[config.mk]
export PLATFORM = sky130hd
export DESIGN_NAME = cmcmf_front
export DESIGN_NICKNAME = d
export VERILOG_FILES = /design/src/rtl/cmcmf_pkg.sv /design/src/rtl/cmcmf_front.sv
export SDC_FILE = /design/constraint.sdc
export NUM_CORES = 1
export LEC_CHECK = 0
export CELL_PAD_IN_SITES_DETAIL_PLACEMENT = 0
export CELL_PAD_IN_SITES_GLOBAL_PLACEMENT = 1
export CORE_MARGIN = 3
export CORE_UTILIZATION = 49
export DETAILED_ROUTE_END_ITERATION = 8
export DONT_BUFFER_PORTS = 1
export PLACE_DENSITY = 0.72
export SYNTH_ARGS = -nofsm -noshare
export SYNTH_HDL_FRONTEND = slang
export SYNTH_SLANG_ARGS = --single-unit
[constraint.sdc]
create_clock -name i_clk -period 2.2 [get_ports i_clk]
set_clock_uncertainty 0.2 [all_clocks]
set_input_delay 0.22 -clock i_clk [delete_from_list [all_inputs] [get_ports i_clk]]
set_output_delay 0.22 -clock i_clk [all_outputs]
set_load 0.01 [all_outputs]
[src/rtl/cmcmf_pkg.sv]
// ----------------------------------------------------------------------------
// cmcmf_pkg
// shared types and constants for the multi-channel message fifo
// ----------------------------------------------------------------------------
`default_nettype none
package cmcmf_pkg;
    localparam int unsigned CHANNELS_DEF  = 4;
    localparam int unsigned SLOTS_DEF     = 8;
    localparam int unsigned MSG_BYTES_DEF = 256;

    localparam logic [1:0] CMD_WRITE = 2'd0;
    localparam logic [1:0] CMD_READ  = 2'd1;
    localparam logic [1:0] CMD_CLEAR = 2'd2;
    localparam logic [1:0] CMD_NOP   = 2'd3;

    localparam logic [2:0] ST_OK       = 3'd0;
    localparam logic [2:0] ST_FULL     = 3'd1;
    localparam logic [2:0] ST_EMPTY    = 3'd2;
    localparam logic [2:0] ST_BAD_CH   = 3'd3;
    localparam logic [2:0] ST_TOO_LONG = 3'd4;

    typedef struct packed {
        logic [1:0] cmd;
        logic [1:0] channel;
        logic [7:0] data_in;
        logic       last_in;
    } t_item;

    typedef struct packed {
        logic [2:0] status;
        logic [7:0] data_out;
        logic       last_out;
        logic [8:0] msg_length;
    } t_result;
endpackage
`default_nettype wire

[src/rtl/cmcmf_front.sv]
// ----------------------------------------------------------------------------
// cmcmf_front
// input stage and short queue of accepted transactions
// ----------------------------------------------------------------------------
`default_nettype none
module cmcmf_front
    import cmcmf_pkg::*;
(
    input  wire logic  i_clk,
    input  wire logic  i_rst_n,
    input  wire logic  i_valid,
    output logic       o_stall,
    input  wire t_item i_item,
    output logic       o_valid,
    input  wire logic  i_take,
    output t_item      o_item
);
    t_item      r_q [2];
    logic [1:0] r_cnt;
    logic       r_rd;
    logic       w_push;
    logic       w_pop;

    assign o_stall = (r_cnt == 2'd2);
    assign w_push  = i_valid && !o_stall;
    assign o_valid = (r_cnt != 2'd0);
    assign w_pop   = o_valid && i_take;
    assign o_item  = r_q[r_rd];

    always_ff @(posedge i_clk) begin
        if (!i_rst_n) begin
            r_cnt <= 2'd0;
            r_rd  <= 1'b0;
        end else begin
            r_cnt <= r_cnt + {1'b0, w_push} - {1'b0, w_pop};
            if (w_pop) begin
                r_rd <= !r_rd;
            end
        end
    end

    always_ff @(posedge i_clk) begin
        if (w_push) begin
            r_q[r_rd ^ (r_cnt == 2'd1)] <= i_item;
        end
    end
endmodule
`default_nettype wire

==> results_dict.tcl <==
set metrics [dict create \
    outcome "finished, final reports clean" \
    cts_setup_buffers 0 \
    cp.arrival_ns 1.40 \
    worstSkewPairLatency_ns 0.30 \
    synth.distinct_cells 17 \
    nets 107 \
    mostFrequentLayoutCell "edfxtp_1" \
    clockBufferDepth 2 \
    final_cell_mix "edfxtp_1 (26), dlygate4sd3_1 (15), mux2_1 (11)" \
    stdcell_count 117 \
    grt_pass1_wl_um 2490 \
    die_w_um 54.9 \
    synthCells 64 \
    io_buffer_count 0 \
    cts.repair.resized 0 \
    die_height_um 54.9 \
    cts_tree "built" \
    finalSetupViolations 0 \
    die-area_um2 3020 \
    ys_ff_latch 30 \
    worstPathRequired_ns 1.78 \
    worstSetupStartpointType "register" \
    slew_viol_final 0 \
    p_leak_nw 0.512 \
    hold_viol 0 \
    start_util_pct 52.5 \
    cts.sinks 30 \
    yosys_warnings 0 \
    powerDensity_nw_per_um2 1160 \
    rsz0062_at_grt "no" \
    wl_met3_um 165 \
    grt_pass1_vias 584 \
    ys_seq_area_share_pct 73.3 \
    grt_use_total_pct 12.6 \
    hold_slack_ns 0.209 \
    grt_max_degree 14 \
    end_kind "output pin" \
    vias 586 \
    path_max_fanout 8 \
    wl_met1_um 656 \
    wl_um 1710 \
    numCtsBuffers 5 \
    top_layer_used "met4" \
    viasPerCell 5.01 \
    ff2ff_setup_slack_ns 0.40 \
    io_pins 32 \
    drive_gt1_share_pct 13.5 \
    clk_pin_slew_ns 0.08 \
    layout_min_cycle_time_ns 1.82 \
    tightest_slew_ns 0.252 \
    row_count 17 \
    cts_root_buf "clkbuf_4" \
    max_freq_mhz 550 \
    critical_path_class "reg2out" \
    ys_top_cells_by_area "edfxtp_1 (67%), mux2_1 (11%), dfxtp_1 (6.8%), ha_1 (2.1%), nand2b_1 (2.1%)" \
    fin_total_pwr_w 0.00166 \
    grt_overflow 0 \
    dr.pass1.iters 3 \
    routed_wire_length_per_instance_um 14.6 \
    placedCellCount 94 \
    fin_crit_sh_pct 82.7 \
    irDropWorstVdd_v 0.000811 \
    met2_length_um 873 \
    fin_setup_tns_ns 0 \
    gp_congestion 0.537 \
    hold_path.class "in2reg" \
    dp_hpwl_um 1140 \
    synth_top_cell_by_area "edfxtp_1" \
    synthToLayoutAreaGrowth_pct 21.3 \
    drv_cap 0 \
    place_area_um2 1220 \
    synth_top_area_share_pct 66.5 \
    cts.htree.levels 2 \
    antenna_found_initial 0 \
    syn_area_per_cell_um2 18.3 \
    ant_nets 0 \
    drc 0 \
    diodes 0 \
    stdcell_area_um2 1420 \
    maxSlewHeadroom_pct 83.2 \
    syn-num-nets 83 \
    drt-initial-drc-count 6 \
    synth_area_um2 1170 \
    core_um2 2230 \
]
[cell type report]
class                      count  area, um2
clock buffer                   6       41.3
clock inverter                 2       8.76
fill                         169        810
inverter                       1       3.75
multi-input combinational     32        302
sequential                    30        861
tap                           28       35.0
timing repair buffer          18        173
[synth_stat cells]
library cell	number
inv_1	1
buf_4	1
edfxtp_1	26
mux2_2	2
nand2_1	2
ha_1	2
mux2_1	11
o21a_2	1
o22ai_1	2
xor2_1	1
or2_1	1
dfxtp_1	4
nor2b_1	2
and2_1	1
mux2i_1	2
nand2b_1	4
xnor3_1	1
[timing repair]
item	4_1_cts	5_1_grt
hold endpoints to repair	30	0
endpoints found under the setup margin	0	0
hold buffers	15	0
[per-layer routing]
metal	GRT usage, %	vias up
met4	7.29	0
met2	20.7	22
met1	13.5	273
met5	0	-
met3	5.63	2
li1	-	289
[kinds of logic (layout without fill, tap and decap cells)]
logic type	after synthesis	after routing	synth area share, %
compound gates	3	3	1.81
xor+xnor	2	2	2.67
fa+ha+maj	2	2	2.13
buf+inv	2	27	0.959
flops	30	30	73.3
mux	15	15	14.2
simple gates	10	10	4.90
[worst paths after layout]
path / startpoint / to / depth (start not counted)
max reg2reg: r_cnt[1] / r_cnt[1] / 7
max: register / o_item[7] / 2
min reg2reg: r_rd / r_rd / 2
min: i_valid / r_cnt[1] / 4
[worst max-delay path: stages (launching register included)]
cell,delay [ns]
dfxtp_1,0.47
buf_4,0.23
mux2_1,0.40
[flip-flops by register name, summed over array words and instances (netlist names), named ones only]
signal,cells
r_q,26
r_rd,1
r_cnt,2
[stage by stage]
step | setup WS, ns | utilization, %
after floorplan | 0.400 | -
after global placement | 0.427 | 54.8
after detailed placement | 0.399 | 54.8
after CTS | 0.333 | 63.8
after global routing | 0.215 | 63.8
final | 0.380 | 63.8
[power by group]
group          internal [W]  switching, W  leakage, nW
sequential         0.000815     0.0000632        0.276
combinational      0.000220      0.000273        0.207
clock              0.000120      0.000166       0.0297
Note: power is estimated with default switching activity, not from simulation.
